`src/design/assert_macros.svh`:
```
// Assertion shorthands used by the top-level design file.
`ifndef ASSERT_MACROS_SVH
`define ASSERT_MACROS_SVH

// Combinational check sampled at every clock edge out of reset.
`define ASSERT_ALWAYS(lbl, clk, rst_n, expr, msg) \
	lbl: assert property (@(posedge clk) disable iff (!rst_n) (expr)) else $error(msg);

// Same-cycle implication.
`define ASSERT_IMPLIES(lbl, clk, rst_n, ante, cons, msg) \
	lbl: assert property (@(posedge clk) disable iff (!rst_n) (ante) |-> (cons)) \
		else $error(msg);

// Next-cycle implication.
`define ASSERT_NEXT(lbl, clk, rst_n, ante, cons, msg) \
	lbl: assert property (@(posedge clk) disable iff (!rst_n) (ante) |=> (cons)) \
		else $error(msg);

`endif

```
`src/design/tdpr_pkg.sv`:
```
package tdpr_pkg;

	localparam int DIGIT_COUNT = 4;
	localparam logic [9:0] DUTY_MAX = 10'd1023;

	typedef enum logic [2:0] {
		REG_REFRESH_PERIOD = 3'd0,
		REG_MUX_PERIOD     = 3'd1,
		REG_RATE_PERIOD    = 3'd2,
		REG_RATE_SCALE     = 3'd3,
		REG_RAMP_STEP      = 3'd4
	} reg_index_t;

	typedef struct packed {
		logic [7:0] refresh_period;
		logic [7:0] mux_period;
		logic [7:0] rate_period;
		logic [7:0] rate_scale;
		logic [9:0] ramp_step;
	} cfg_t;

	localparam logic [7:0] RST_REFRESH_PERIOD = 8'd200;
	localparam logic [7:0] RST_MUX_PERIOD     = 8'd10;
	localparam logic [7:0] RST_RATE_PERIOD    = 8'd10;
	localparam logic [7:0] RST_RATE_SCALE     = 8'd200;
	localparam logic [9:0] RST_RAMP_STEP      = 10'd10;

	// digit 0 is units, digit 3 thousands
	typedef logic [DIGIT_COUNT-1:0][3:0] digits_t;

	// load strobes for the precompute stages
	typedef struct packed {
		logic load_s2;
		logic load_s3;
	} split_ctl_t;

	// segment a in bit 0 through segment g in bit 6; codes above 9 are blank
	function automatic logic [6:0] seg_pattern(input logic [3:0] code);
		logic [6:0] pat;
		case (code)
			4'd0: pat = 7'b0111111;
			4'd1: pat = 7'b0000110;
			4'd2: pat = 7'b1011011;
			4'd3: pat = 7'b1001111;
			4'd4: pat = 7'b1100110;
			4'd5: pat = 7'b1101101;
			4'd6: pat = 7'b1111101;
			4'd7: pat = 7'b0000111;
			4'd8: pat = 7'b1111111;
			4'd9: pat = 7'b1100111;
			default: pat = 7'b0000000;
		endcase
		return pat;
	endfunction

endpackage

```
`src/design/tdpr_cfg.sv`:
```
module tdpr_cfg (
	input  logic             clk,
	input  logic             arst_n,
	input  logic             wr_en,
	input  logic [2:0]       wr_index,
	input  logic [9:0]       wr_data,
	output tdpr_pkg::cfg_t   cfg
);

	tdpr_pkg::cfg_t cfg_q;

	always_ff @(posedge clk or negedge arst_n) begin
		if (!arst_n) begin
			cfg_q.refresh_period <= tdpr_pkg::RST_REFRESH_PERIOD;
			cfg_q.mux_period     <= tdpr_pkg::RST_MUX_PERIOD;
			cfg_q.rate_period    <= tdpr_pkg::RST_RATE_PERIOD;
			cfg_q.rate_scale     <= tdpr_pkg::RST_RATE_SCALE;
			cfg_q.ramp_step      <= tdpr_pkg::RST_RAMP_STEP;
		end else if (wr_en) begin
			case (wr_index)
				tdpr_pkg::REG_REFRESH_PERIOD: cfg_q.refresh_period <= wr_data[7:0];
				tdpr_pkg::REG_MUX_PERIOD:     cfg_q.mux_period     <= wr_data[7:0];
				tdpr_pkg::REG_RATE_PERIOD:    cfg_q.rate_period    <= wr_data[7:0];
				tdpr_pkg::REG_RATE_SCALE:     cfg_q.rate_scale     <= wr_data[7:0];
				tdpr_pkg::REG_RAMP_STEP:      cfg_q.ramp_step      <= wr_data;
				default: ;
			endcase
		end
	end

	assign cfg = cfg_q;

endmodule

```
`src/design/tdpr_split.sv`:
```
// Stateless precompute: decimal digits of the display sample and the
// scaled ramp period, two register stages.
module tdpr_split #(
	parameter int SAMPLE_BITS = 10
) (
	input  logic                      clk,
	input  tdpr_pkg::split_ctl_t      ctl,
	input  logic [SAMPLE_BITS-1:0]    display_s1,
	input  logic [SAMPLE_BITS-1:0]    rate_s1,
	input  logic                      button_s1,
	input  logic [7:0]                rate_scale,
	output tdpr_pkg::digits_t         digits_s3,
	output logic [7:0]                period_s3,
	output logic                      button_s3
);

	localparam int THOUSANDS_MAX = ((1 << SAMPLE_BITS) - 1) / 1000;
	localparam int PROD_BITS = SAMPLE_BITS + 8;
	localparam logic [SAMPLE_BITS:0] FULL_SCALE = (SAMPLE_BITS + 1)'((1 << SAMPLE_BITS) - 1);
	localparam logic [SAMPLE_BITS:0] FULL_SCALE_X2 = (SAMPLE_BITS + 1)'(2 * ((1 << SAMPLE_BITS) - 1));

	logic [3:0]           thou;
	logic [9:0]           rem1;
	logic [3:0]           thou_s2;
	logic [9:0]           rem1_s2;
	logic [PROD_BITS-1:0] prod_s2;
	logic                 button_s2;

	logic [3:0]           hund, tens;
	logic [6:0]           rem2;
	logic [3:0]           rem3;
	logic [7:0]           q_est;
	logic [SAMPLE_BITS:0] q_rem;
	logic [7:0]           period;

	// stage 1 -> 2: thousands by compare-and-select, sample times scale
	always_comb begin
		thou = '0;
		rem1 = 10'(display_s1);
		for (int k = 1; k <= THOUSANDS_MAX; k++) begin
			if (display_s1 >= SAMPLE_BITS'(k * 1000)) begin
				thou = 4'(k);
				rem1 = 10'(display_s1 - SAMPLE_BITS'(k * 1000));
			end
		end
	end

	always_ff @(posedge clk) begin
		if (ctl.load_s2) begin
			thou_s2   <= thou;
			rem1_s2   <= rem1;
			prod_s2   <= PROD_BITS'(rate_s1) * PROD_BITS'(rate_scale);
			button_s2 <= button_s1;
		end
	end

	// stage 2 -> 3: hundreds, tens, units; divide by 2^N-1 as shift plus fix-up
	always_comb begin
		hund = '0;
		rem2 = 7'(rem1_s2);
		for (int k = 1; k <= 9; k++) begin
			if (rem1_s2 >= 10'(k * 100)) begin
				hund = 4'(k);
				rem2 = 7'(rem1_s2 - 10'(k * 100));
			end
		end
		tens = '0;
		rem3 = 4'(rem2);
		for (int k = 1; k <= 9; k++) begin
			if (rem2 >= 7'(k * 10)) begin
				tens = 4'(k);
				rem3 = 4'(rem2 - 7'(k * 10));
			end
		end
		// x = q*2^N + lo  ->  x = q*(2^N-1) + (lo + q)
		q_est = prod_s2[PROD_BITS-1:SAMPLE_BITS];
		q_rem = (SAMPLE_BITS + 1)'(prod_s2[SAMPLE_BITS-1:0]) + (SAMPLE_BITS + 1)'(q_est);
		if (q_rem >= FULL_SCALE_X2)
			period = q_est + 8'd2;
		else if (q_rem >= FULL_SCALE)
			period = q_est + 8'd1;
		else
			period = q_est;
	end

	always_ff @(posedge clk) begin
		if (ctl.load_s3) begin
			digits_s3[3] <= thou_s2;
			digits_s3[2] <= hund;
			digits_s3[1] <= tens;
			digits_s3[0] <= rem3;
			period_s3    <= period;
			button_s3    <= button_s2;
		end
	end

endmodule

```
`src/design/tdpr_core.sv`:
```
// Tick dividers, digit scan and duty ramp; state advances once per item.
module tdpr_core (
	input  logic               clk,
	input  logic               arst_n,
	input  logic               tick,
	input  tdpr_pkg::cfg_t     cfg,
	input  tdpr_pkg::digits_t  digits_in,
	input  logic [7:0]         period_in,
	input  logic               button,
	output logic [6:0]         segments,
	output logic [3:0]         digit_enable,
	output logic [9:0]         duty,
	output logic               ramp_enabled
);

	logic [7:0]        refresh_cnt_q, mux_cnt_q, rate_cnt_q, ramp_cnt_q, period_q;
	logic [7:0]        refresh_cnt_d, mux_cnt_d, rate_cnt_d, ramp_cnt_d, period_d;
	tdpr_pkg::digits_t digits_q, digits_d;
	logic [1:0]        mux_index_q, mux_index_d;
	logic              button_prev_q, button_prev_d;
	logic              ramp_on_q, ramp_on_d;
	logic [9:0]        duty_q, duty_d;
	logic [6:0]        seg_q, seg_d;
	logic [3:0]        dig_q, dig_d;
	logic              refresh_fire, mux_fire, rate_fire, ramp_fire;
	logic [10:0]       duty_sum;

	always_comb begin
		refresh_fire  = refresh_cnt_q >= cfg.refresh_period;
		refresh_cnt_d = refresh_fire ? 8'd1 : refresh_cnt_q + 8'd1;
		digits_d      = refresh_fire ? digits_in : digits_q;

		mux_fire    = mux_cnt_q >= cfg.mux_period;
		mux_cnt_d   = mux_fire ? 8'd1 : mux_cnt_q + 8'd1;
		seg_d       = mux_fire ? tdpr_pkg::seg_pattern(digits_d[mux_index_q]) : seg_q;
		dig_d       = mux_fire ? 4'b0001 << mux_index_q : dig_q;
		mux_index_d = mux_fire ? mux_index_q + 2'd1 : mux_index_q;

		rate_fire  = rate_cnt_q >= cfg.rate_period;
		rate_cnt_d = rate_fire ? 8'd1 : rate_cnt_q + 8'd1;
		period_d   = rate_fire ? period_in : period_q;

		// ramp divider sees the period updated in this same tick
		ramp_fire  = ramp_cnt_q >= period_d;
		ramp_cnt_d = ramp_fire ? 8'd1 : ramp_cnt_q + 8'd1;

		ramp_on_d     = ramp_on_q;
		duty_d        = duty_q;
		button_prev_d = button_prev_q;
		duty_sum      = '0;
		if (ramp_fire) begin
			if (!button && button_prev_q) begin
				ramp_on_d = !ramp_on_q;
				duty_d    = '0;
			end
			button_prev_d = button;
			if (ramp_on_d) begin
				duty_sum = {1'b0, duty_d} + {1'b0, cfg.ramp_step};
				duty_d   = (duty_sum > {1'b0, tdpr_pkg::DUTY_MAX}) ?
					tdpr_pkg::DUTY_MAX : duty_sum[9:0];
			end
		end
	end

	always_ff @(posedge clk or negedge arst_n) begin
		if (!arst_n) begin
			refresh_cnt_q <= 8'd1;
			mux_cnt_q     <= 8'd1;
			rate_cnt_q    <= 8'd1;
			ramp_cnt_q    <= 8'd1;
			period_q      <= 8'd1;
			digits_q      <= '0;
			mux_index_q   <= '0;
			button_prev_q <= 1'b1;
			ramp_on_q     <= 1'b0;
			duty_q        <= '0;
			seg_q         <= '0;
			dig_q         <= '0;
		end else if (tick) begin
			refresh_cnt_q <= refresh_cnt_d;
			mux_cnt_q     <= mux_cnt_d;
			rate_cnt_q    <= rate_cnt_d;
			ramp_cnt_q    <= ramp_cnt_d;
			period_q      <= period_d;
			digits_q      <= digits_d;
			mux_index_q   <= mux_index_d;
			button_prev_q <= button_prev_d;
			ramp_on_q     <= ramp_on_d;
			duty_q        <= duty_d;
			seg_q         <= seg_d;
			dig_q         <= dig_d;
		end
	end

	assign segments     = seg_q;
	assign digit_enable = dig_q;
	assign duty         = duty_q;
	assign ramp_enabled = ramp_on_q;

endmodule

```
`src/design/tick_display_and_pwm_ramp.sv`:
```
// Timer-tick display scanner and PWM duty ramp. Each input item is one tick
// carrying the display sample, the rate sample and the button level; each
// tick yields exactly one result item holding the segment pattern, the
// one-hot digit drive, the duty value and the ramp enable as they stand
// after that tick. One item is taken per clock while the result side does
// not stall; an item passes the input register, two precompute stages for
// the decimal split and the ramp-period scaling, then the state update whose
// registers are the result. Back-pressure on the result side stalls the
// stages behind it only as far as they are full. Configuration writes are
// taken at any time (cfg_ready is always high) and belong in idle periods.
`include "assert_macros.svh"

module tick_display_and_pwm_ramp #(
	parameter int SAMPLE_BITS = 10
) (
	input  logic                                   clk,
	input  logic                                   arst_n,
	input  logic                                   s_tvalid,
	output logic                                   s_tready,
	// display_sample, rate_sample, button_level (zero filled to bytes)
	input  logic [((2*SAMPLE_BITS+1+7)/8)*8-1:0]   s_tdata,
	output logic                                   m_tvalid,
	input  logic                                   m_tready,
	// segments[6:0], digit_enable[10:7], duty[20:11], ramp_enabled[21]
	output logic [23:0]                            m_tdata,
	input  logic                                   cfg_valid,
	output logic                                   cfg_ready,
	input  logic [2:0]                             cfg_index,
	input  logic [9:0]                             cfg_data
);

	tdpr_pkg::cfg_t       cfg;
	tdpr_pkg::split_ctl_t split_ctl;
	tdpr_pkg::digits_t    digits_s3;
	logic [7:0]           period_s3;
	logic                 button_s3;

	logic                   v_s1, v_s2, v_s3, out_valid_q;
	logic                   core_ok, ready_s3, ready_s2, ready_s1;
	logic [SAMPLE_BITS-1:0] display_s1, rate_s1;
	logic                   button_s1;
	logic [6:0]             segments;
	logic [3:0]             digit_enable;
	logic [9:0]             duty;
	logic                   ramp_enabled;

	assign core_ok  = !out_valid_q || m_tready;
	assign ready_s3 = !v_s3 || core_ok;
	assign ready_s2 = !v_s2 || ready_s3;
	assign ready_s1 = !v_s1 || ready_s2;
	assign s_tready = ready_s1;

	assign split_ctl.load_s2 = v_s1 && ready_s2;
	assign split_ctl.load_s3 = v_s2 && ready_s3;

	always_ff @(posedge clk or negedge arst_n) begin
		if (!arst_n) begin
			v_s1        <= 1'b0;
			v_s2        <= 1'b0;
			v_s3        <= 1'b0;
			out_valid_q <= 1'b0;
		end else begin
			if (ready_s1)
				v_s1 <= s_tvalid;
			if (ready_s2)
				v_s2 <= v_s1;
			if (ready_s3)
				v_s3 <= v_s2;
			if (core_ok)
				out_valid_q <= v_s3;
		end
	end

	always_ff @(posedge clk) begin
		if (s_tvalid && ready_s1) begin
			display_s1 <= s_tdata[SAMPLE_BITS-1:0];
			rate_s1    <= s_tdata[2*SAMPLE_BITS-1:SAMPLE_BITS];
			button_s1  <= s_tdata[2*SAMPLE_BITS];
		end
	end

	tdpr_cfg u_cfg (
		.clk      (clk),
		.arst_n   (arst_n),
		.wr_en    (cfg_valid && cfg_ready),
		.wr_index (cfg_index),
		.wr_data  (cfg_data),
		.cfg      (cfg)
	);

	tdpr_split #(
		.SAMPLE_BITS (SAMPLE_BITS)
	) u_split (
		.clk        (clk),
		.ctl        (split_ctl),
		.display_s1 (display_s1),
		.rate_s1    (rate_s1),
		.button_s1  (button_s1),
		.rate_scale (cfg.rate_scale),
		.digits_s3  (digits_s3),
		.period_s3  (period_s3),
		.button_s3  (button_s3)
	);

	tdpr_core u_core (
		.clk          (clk),
		.arst_n       (arst_n),
		.tick         (v_s3 && core_ok),
		.cfg          (cfg),
		.digits_in    (digits_s3),
		.period_in    (period_s3),
		.button       (button_s3),
		.segments     (segments),
		.digit_enable (digit_enable),
		.duty         (duty),
		.ramp_enabled (ramp_enabled)
	);

	assign cfg_ready = 1'b1;
	assign m_tvalid  = out_valid_q;
	assign m_tdata   = {2'b00, ramp_enabled, duty, digit_enable, segments};

	// duty only moves away from zero while the ramp runs
	`ASSERT_IMPLIES(a_duty_idle_zero, clk, arst_n, !ramp_enabled, duty == 10'd0, "duty nonzero while ramp off")
	// while the ramp stays on the duty never falls
	`ASSERT_IMPLIES(a_duty_rises, clk, arst_n, ramp_enabled && $past(ramp_enabled), duty >= $past(duty), "duty fell during ramp")
	// a stalled last stage keeps its item
	`ASSERT_NEXT(a_s3_held, clk, arst_n, v_s3 && !core_ok, v_s3, "stage 3 item dropped under stall")
	// digit drive is never more than one digit
	`ASSERT_ALWAYS(a_digit_onehot, clk, arst_n, $onehot0(digit_enable), "more than one digit driven")

endmodule
```
`config.mk`:
```
export PLATFORM = sky130hd
export DESIGN_NAME = tick_display_and_pwm_ramp
export DESIGN_NICKNAME = d
export VERILOG_FILES = /design/src/design/tdpr_pkg.sv /design/src/design/tdpr_cfg.sv /design/src/design/tdpr_split.sv /design/src/design/tdpr_core.sv /design/src/design/tick_display_and_pwm_ramp.sv
export VERILOG_INCLUDE_DIRS = /design/src /design/src/design
export SDC_FILE = /design/constraint.sdc
export NUM_CORES = 1
export LEC_CHECK = 0
export ABC_AREA = 1
export BUFFER_PORTS_ARGS = -buffer_cell sky130_fd_sc_hd__buf_2
export CORE_MARGIN = 3
export CORE_UTILIZATION = 54
export CTS_BUF_LIST = sky130_fd_sc_hd__clkbuf_16
export CTS_CLUSTER_SIZE = 8
export DETAILED_ROUTE_END_ITERATION = 12
export GPL_TIMING_DRIVEN = 1
export PLACE_DENSITY = 0.76
export REMOVE_ABC_BUFFERS = 1
export SKIP_LAST_GASP = 1
export SLEW_MARGIN = 20
export SYNTH_ARGS = -nofsm -noshare
export SYNTH_HDL_FRONTEND = slang
export SYNTH_SLANG_ARGS = --single-unit
export TNS_END_PERCENT = 50
```
`constraint.sdc`:
```
create_clock -name clk -period 7.1 [get_ports clk]
set_input_delay 2.13 -clock clk [delete_from_list [all_inputs] [get_ports clk]]
set_output_delay 2.13 -clock clk [all_outputs]
set_load 0.005 [all_outputs]
```
Word-level counts from Yosys, hierarchy flattened
Memory sizes are Yosys's and may differ from the RTL's. A register that Yosys moved wholly into a read port is not among the register bits.
Cells that the tools add are included.
{"block": "word_totals", "latch_bits": 0, "wordCells": 178, "regBits": 199, "mem_count": 1, "output_inout_bits": 27, "rom_bits": 112, "inputBits": 42, "ram_bits": 0}
{"block": "classes", "div": 0, "order_cmp": 27, "mux": 52, "n_shift": 1, "bitwise_logic": 0, "n_eq_ne": 4, "n_addsub": 28, "mul": 1, "reduce_logical": 26}
{"name": "(name not given)", "words": 16, "word_bits": 7, "read_ports": 1, "rd_ports_with_merged_regs": 1, "wr": 0, "line_no": "tdpr_pkg.sv:40", "source": "case (code)"}
{"cell": "2-to-1 mux 7 bit", "count": 9}
{"cell": "2-to-1 mux 8 bit", "count": 7}
{"cell": "greater-or-equal comparator 10 bit, second input constant", "count": 5}
{"cell": "2-to-1 mux 10 bit", "count": 5}
{"cell": "adder 8 x 1 -> 8 bit, second input constant", "count": 5}
{"cell": "2-to-1 mux 4 bit", "count": 10}
{"cell": "greater-or-equal comparator 8 bit", "count": 4}
{"cell": "greater-or-equal comparator 10 x 9 -> 1 bit, second input constant", "count": 3}
{"cell": "subtractor 7 bit, second input constant", "count": 4}
{"cell": "2-to-1 mux 3 bit", "count": 8}
{"cell": "greater-or-equal comparator 7 x 6 -> 1 bit, second input constant", "count": 3}
{"cell": "greater-or-equal comparator 7 bit, second input constant", "count": 3}
{"cell": "subtractor 7 x 6 -> 7 bit, second input constant", "count": 3}
{"cell": "subtractor 4 bit, second input constant", "count": 5}
{"cell": "multiplier 10 x 8 -> 18 bit", "count": 1}
{"cell": "2-to-1 mux 16 bit", "count": 1}
{"cell": "greater-or-equal comparator 7 x 5 -> 1 bit, second input constant", "count": 2}
{"cell": "AND reduction 2 bit", "count": 7}
{"cell": "adder 10 x 10 -> 11 bit", "count": 1}
{"cell": "adder 10 x 8 -> 11 bit", "count": 1}
{"cell": "greater-or-equal comparator 11 x 10 -> 1 bit, second input constant", "count": 1}
{"cell": "greater-or-equal comparator 11 bit, second input constant", "count": 1}
{"cell": "greater-than comparator 11 x 10 -> 1 bit, second input constant", "count": 1}
{"cell": "greater-or-equal comparator 10 x 7 -> 1 bit, second input constant", "count": 1}
{"cell": "other kinds (23)", "count": 48}

Longest topological paths before layout
{"block": "logic_depth", "ltp_word": 20, "depth_mapped": 35}

Modules after synthesis
A second synthesis with hierarchy kept.
{"block": "unflattened", "hier_cells": 1772, "hier_area_um2": 14626.5}
{"mod": "tdpr_split", "area_each_um2": 6658.9, "instances": 1, "cells_each": 819, "seq_area_each_um2": 1561.5}
{"mod": "tdpr_core", "area_each_um2": 5381.4, "instances": 1, "cells_each": 710, "seq_area_each_um2": 2034.5}
{"mod": "tdpr_cfg", "area_each_um2": 1734.2, "instances": 1, "cells_each": 192, "seq_area_each_um2": 1066.0}
{"mod": "tick_display_and_pwm_ramp", "area_each_um2": 852.1, "instances": 1, "cells_each": 51, "seq_area_each_um2": 730.7}

Least setup slack after synthesis
OpenSTA, ideal clock, no wires.
{"block": "synth_path", "path_kind": "register -> register", "from": "register u_cfg.cfg[16] (netlist name)", "to": "register u_split.prod_s2[17], data pin", "path_stages_with_launch": 24, "path_buffers": 1, "setup_slack_ns": 2.156, "t_arrival_ns": 4.682, "setup_time_ns": 0.262, "path_cell_list": "dfstp_2 clkbuf_1 nand2_1 inv_1 fa_1 fa_1 fa_1 inv_1 fa_1 inv_1 ha_1 a21oi_1 o21ai_0 nand2_1 nand2_1 a21oi_1 nor2_1 o21ai_0 nand2_1 a21oi_1 o21ai_0 a21oi_1 o21bai_1 xor2_1"}
{"block": "synth_via", "elab_chain_len": 1}
{"element": "multiplier 10 x 8 -> 18 bit", "line_no": "tdpr_split.sv:52", "source": "prod_s2 <= PROD_BITS'(rate_s1) * PROD_BITS'(rate_scale);"}
{"element": "to (signal assigned)", "line_no": "tdpr_split.sv:52"}
{"element": "to (decl)", "line_no": "tdpr_split.sv:26", "source": "logic [PROD_BITS-1:0] prod_s2;"}
No other way between the ends.
A chain may end at the register's enable or synchronous reset.

Final worst setup path
{"block": "layout_path", "from": "input port m_tready", "to": "output port s_tready"}
{"block": "layout_via", "elab_chain_len": 4}
{"element": "from (decl)", "line_no": "tick_display_and_pwm_ramp.sv:23", "source": "input logic m_tready,"}
{"element": "logical OR 1 bit", "line_no": "tick_display_and_pwm_ramp.sv:47", "source": "assign core_ok = !out_valid_q || m_tready;"}
{"element": "logical OR 1 bit", "line_no": "tick_display_and_pwm_ramp.sv:48", "source": "assign ready_s3 = !v_s3 || core_ok;"}
{"element": "logical OR 1 bit", "line_no": "tick_display_and_pwm_ramp.sv:49", "source": "assign ready_s2 = !v_s2 || ready_s3;"}
{"element": "logical OR 1 bit", "line_no": "tick_display_and_pwm_ramp.sv:50", "source": "assign ready_s1 = !v_s1 || ready_s2;"}
{"element": "to (decl)", "line_no": "tick_display_and_pwm_ramp.sv:19", "source": "output logic s_tready,"}
No other way between the ends.

==> out/qor.yml <==
worst_setup_path:
  cp_slowest_stage_delay_ns: 0.17
  cp.arrival_ns: 3.08
  setup.worst_path.end_class: "output pin"
  crit_chain: "buf_2 -> nor2_1 -> inv_1 -> nor2_1 -> inv_1 -> nor2_1 -> inv_1 -> nor2_1 -> inv_1 -> buf_2"
  cp_top_family: "buffers and inverters"
  path_max_fanout: 3
  cp.required_ns: 4.97
  worstSetupPathType: "input pin to output pin"
  worst-path-buf-inv: 6
  cp_slowest_cell: "nor2_1"
  start_kind: "input pin"
worst_hold_path:
  hp-class: "flop to flop"
sta:
  slew_violations: 0
  max_freq_mhz: 192
  min_period_ns: 5.21
  fin_setup_tns_ns: 0
  hold_violations: 0
  setup_viol: 0
  timing.slew.headroom_pct: 43.9
  final.period_utilization_pct: 73.4
  tightest_slew_ns: 0.841
  rsz0062_at_grt: "no"
  fin_worst_skew_ns: 0.0127
pwr:
  peakVddDrop_uv: 178
  powerDensity_nw_per_um2: 364
  p_leak_nw: 7.83
synth:
  ys_types: 50
  synth_warnings: 0
  async_flop_share_pct: 63.5
  yosys.area_share.simple_pct: 17.6
  synth_compound_area_share_pct: 10.7
  synthesis.area_um2: 13700
  synth_fa_ha_area_share_pct: 18.8
  synth-edff-count: 73
  avgSynthCellArea_um2: 8.37
  synth_top_family_by_area: "adder cells"
  synth_seq_cells: 200
  muxShareOfSynthArea_pct: 0.246
  ys.flop_type: "dfrtp_1"
  synthCells: 1641
  yosys.area_share.xor_xnor_pct: 3.57
  yosysSeqAreaShare_pct: 39.2
global_routing:
  grt_max_degree: 67
  grt_first_pass_wirelength_um: 46500
  antenna_found_initial: 0
  grt_pass1_vias: 10200
  track_usage_pct: 20.9
  grt-ovfl-total: 0
cells_and_area:
  drive_gt1_share_pct: 8.91
  diodes: 0
  syn2layout_area_growth_pct: 8.52
  finalInstanceArea_um2: 14900
  nets: 1900
run_status:
  outcome: "complete, no violations"
placed_design:
  dpl.hpwl_um: 20200
  placement.io_buffers: 62
  placed_area_um2: 14300
  gp_congestion: 0.894
die:
  initial_core_util_pct: 55.7
  die-area_um2: 27400
  coreArea_um2: 24700
  die_h_um: 166
  die_w_um: 166
  row_count: 57
  pin_count: 69
route:
  viasPerCell: 5.18
  wire_per_inst_um: 13.2
  first_iter_violations: 806
  wirelength_um: 26700
  vias: 10500
  firstDrtPassIters: 6
  post-route-drc-count: 0
  ant_nets: 0
cts:
  clkLatencyLatePin_ns: 0.44
  cts_setup_buffers: 0
  clkSinkCount: 200
  cts_hold_buf: 0
  clock_path_buffers: 2
  cts_tree: "yes"
  cts_max_level: 4
  clkTransAtPathRegs_ns: 0.06
  cts_buffers: 17
  cts-root-buf: "clkbuf_16"
  cts_resized: 0
run:
  maxCapViolCount: 0
-- cells by family (layout without fill, tap and decap cells) --
kind of cell / Yosys count / in the layout
other: 2 / 3
and+or+nand+nor: 583 / 583
AOI/OAI and AO/OA: 271 / 271
adders and majority gates: 176 / 176
DFF: 200 / 200
muxes: 3 / 3
xor gates and xnor gates: 56 / 56
buffers and inverters: 350 / 403
-- report_power, final --
part	switching, mW	total [mW]	internal (mW)
clock network	0.462	1.02	0.558
registers	0.272	1.90	1.62
logic	1.51	2.51	1.01
-- state kept, by name, summed over array words and instances, names as in the netlist, 10 cells and up --
register / flops
u_cfg.cfg: 42
u_split.rem1_s2: 10
u_split.digits_s3: 13
u_core.duty: 10
display_s1: 10
u_split.prod_s2: 18
u_core.digits_q: 16
rate_s1: 10
-- routing by layer --
layer  GRT usage, %  routed length, µm  vias to the layer above
met1           27.8              12000                     4922
met4           5.33                444                        0
met2           35.5              13000                      233
met3           3.62               1220                       39
li1               -                  -                     5263
met5              0                  0                        -
-- cell type report --
class                      instances  area (µm²)
inverter                         306        1150
clock buffer                      18         450
multi-input combinational       1092        7000
sequential                       200        5390
timing repair buffer              65         335
tap                              324         405
fill                            2150        9760
clock inverter                    14         178
-- through the flow --
step                      std cells  hold WS [ns]  util (%)  power (mW)  setup WS (ns)
after floorplan                1598         0.400         -        3.80           2.23
after global placement         1987         0.404      57.9        4.31           1.90
after detailed placement       1987         0.405      57.9        4.43           1.87
after CTS                      2019         0.423      60.4        5.48           1.86
after global routing           2019         0.430      60.4        6.01           1.40
final                          2019         0.425      60.4        5.43           1.89
-- worst reg2reg max path: stages (launching register included) --
cell and delay (ns):
dfstp_2 0.70, nand2_1 0.09, inv_1 0.08, fa_1 0.44, fa_1 0.53, fa_1 0.55
inv_1 0.05, fa_1 0.53, inv_1 0.04, ha_1 0.33, a21oi_1 0.17, o21ai_0 0.13
nand2_1 0.08, nand2_1 0.05, a21oi_1 0.20, nor2_1 0.06, o21ai_0 0.14, nand2_1 0.10
a21oi_1 0.13, o21ai_0 0.13, a21oi_1 0.16, o21bai_1 0.09, xor2_1 0.14
-- layout by cell type (no fill, tap or decap), types with 4 or more instances in the layout --
master and instances:
ha_1 126, inv_8 4, nand2_1 382, and3_1 4
xor2_1 49, buf_2 61, o211ai_1 8, buf_4 4
clkinv_1 4, fa_1 50, nand4_1 10, o21ai_0 146
edfxtp_1 73, o21bai_1 7, o21a_1 9, nand2_2 7
a21oi_1 76, clkbuf_16 18, inv_1 295, nor2_1 102
dfrtp_1 109, a31oi_1 4, nor3_1 13, o21ai_1 5
inv_2 9, nand3_1 45, nor3b_1 5, dfstp_2 18
xnor2_1 7
-- path summary, 6_finish.rpt --
check	startpoint	end	slack [ns]	depth (start not counted)
setup / recovery	m_tready	s_tready	1.89	10
hold / removal	button_s1$_DFFE_PP_	u_split.button_s2$_DFFE_PP_	0.42	0
setup reg to reg	u_cfg.cfg[16]$_DFFE_PN1P_	u_split.prod_s2[17]$_DFFE_PP_	1.92	22
hold reg to reg	button_s1$_DFFE_PP_	u_split.button_s2$_DFFE_PP_	0.42	0
max in group asynchronous	arst_n	u_core.rate_cnt_q[2]$_DFFE_PN0P_	3.95	2
min in group asynchronous	arst_n	u_core.duty[3]$_DFFE_PN0P_	1.76	1
-- Yosys cell counts (10+ instances only) --
cell,count,area [µm²]
nand2_1,382,1430
inv_1,295,1110
o21ai_0,146,731
ha_1,126,1580
dfrtp_1,109,2730
nor2_1,103,387
a21oi_1,76,380
edfxtp_1,73,2190
fa_1,50,1000
xor2_1,49,429
nand3_1,45,225
clkbuf_1,26,97.6
dfstp_2,18,473
nor3_1,13,65.1
clkbuf_2,11,55.1
nand4_1,10,62.6
Note: power is estimated with default switching activity, not from simulation.
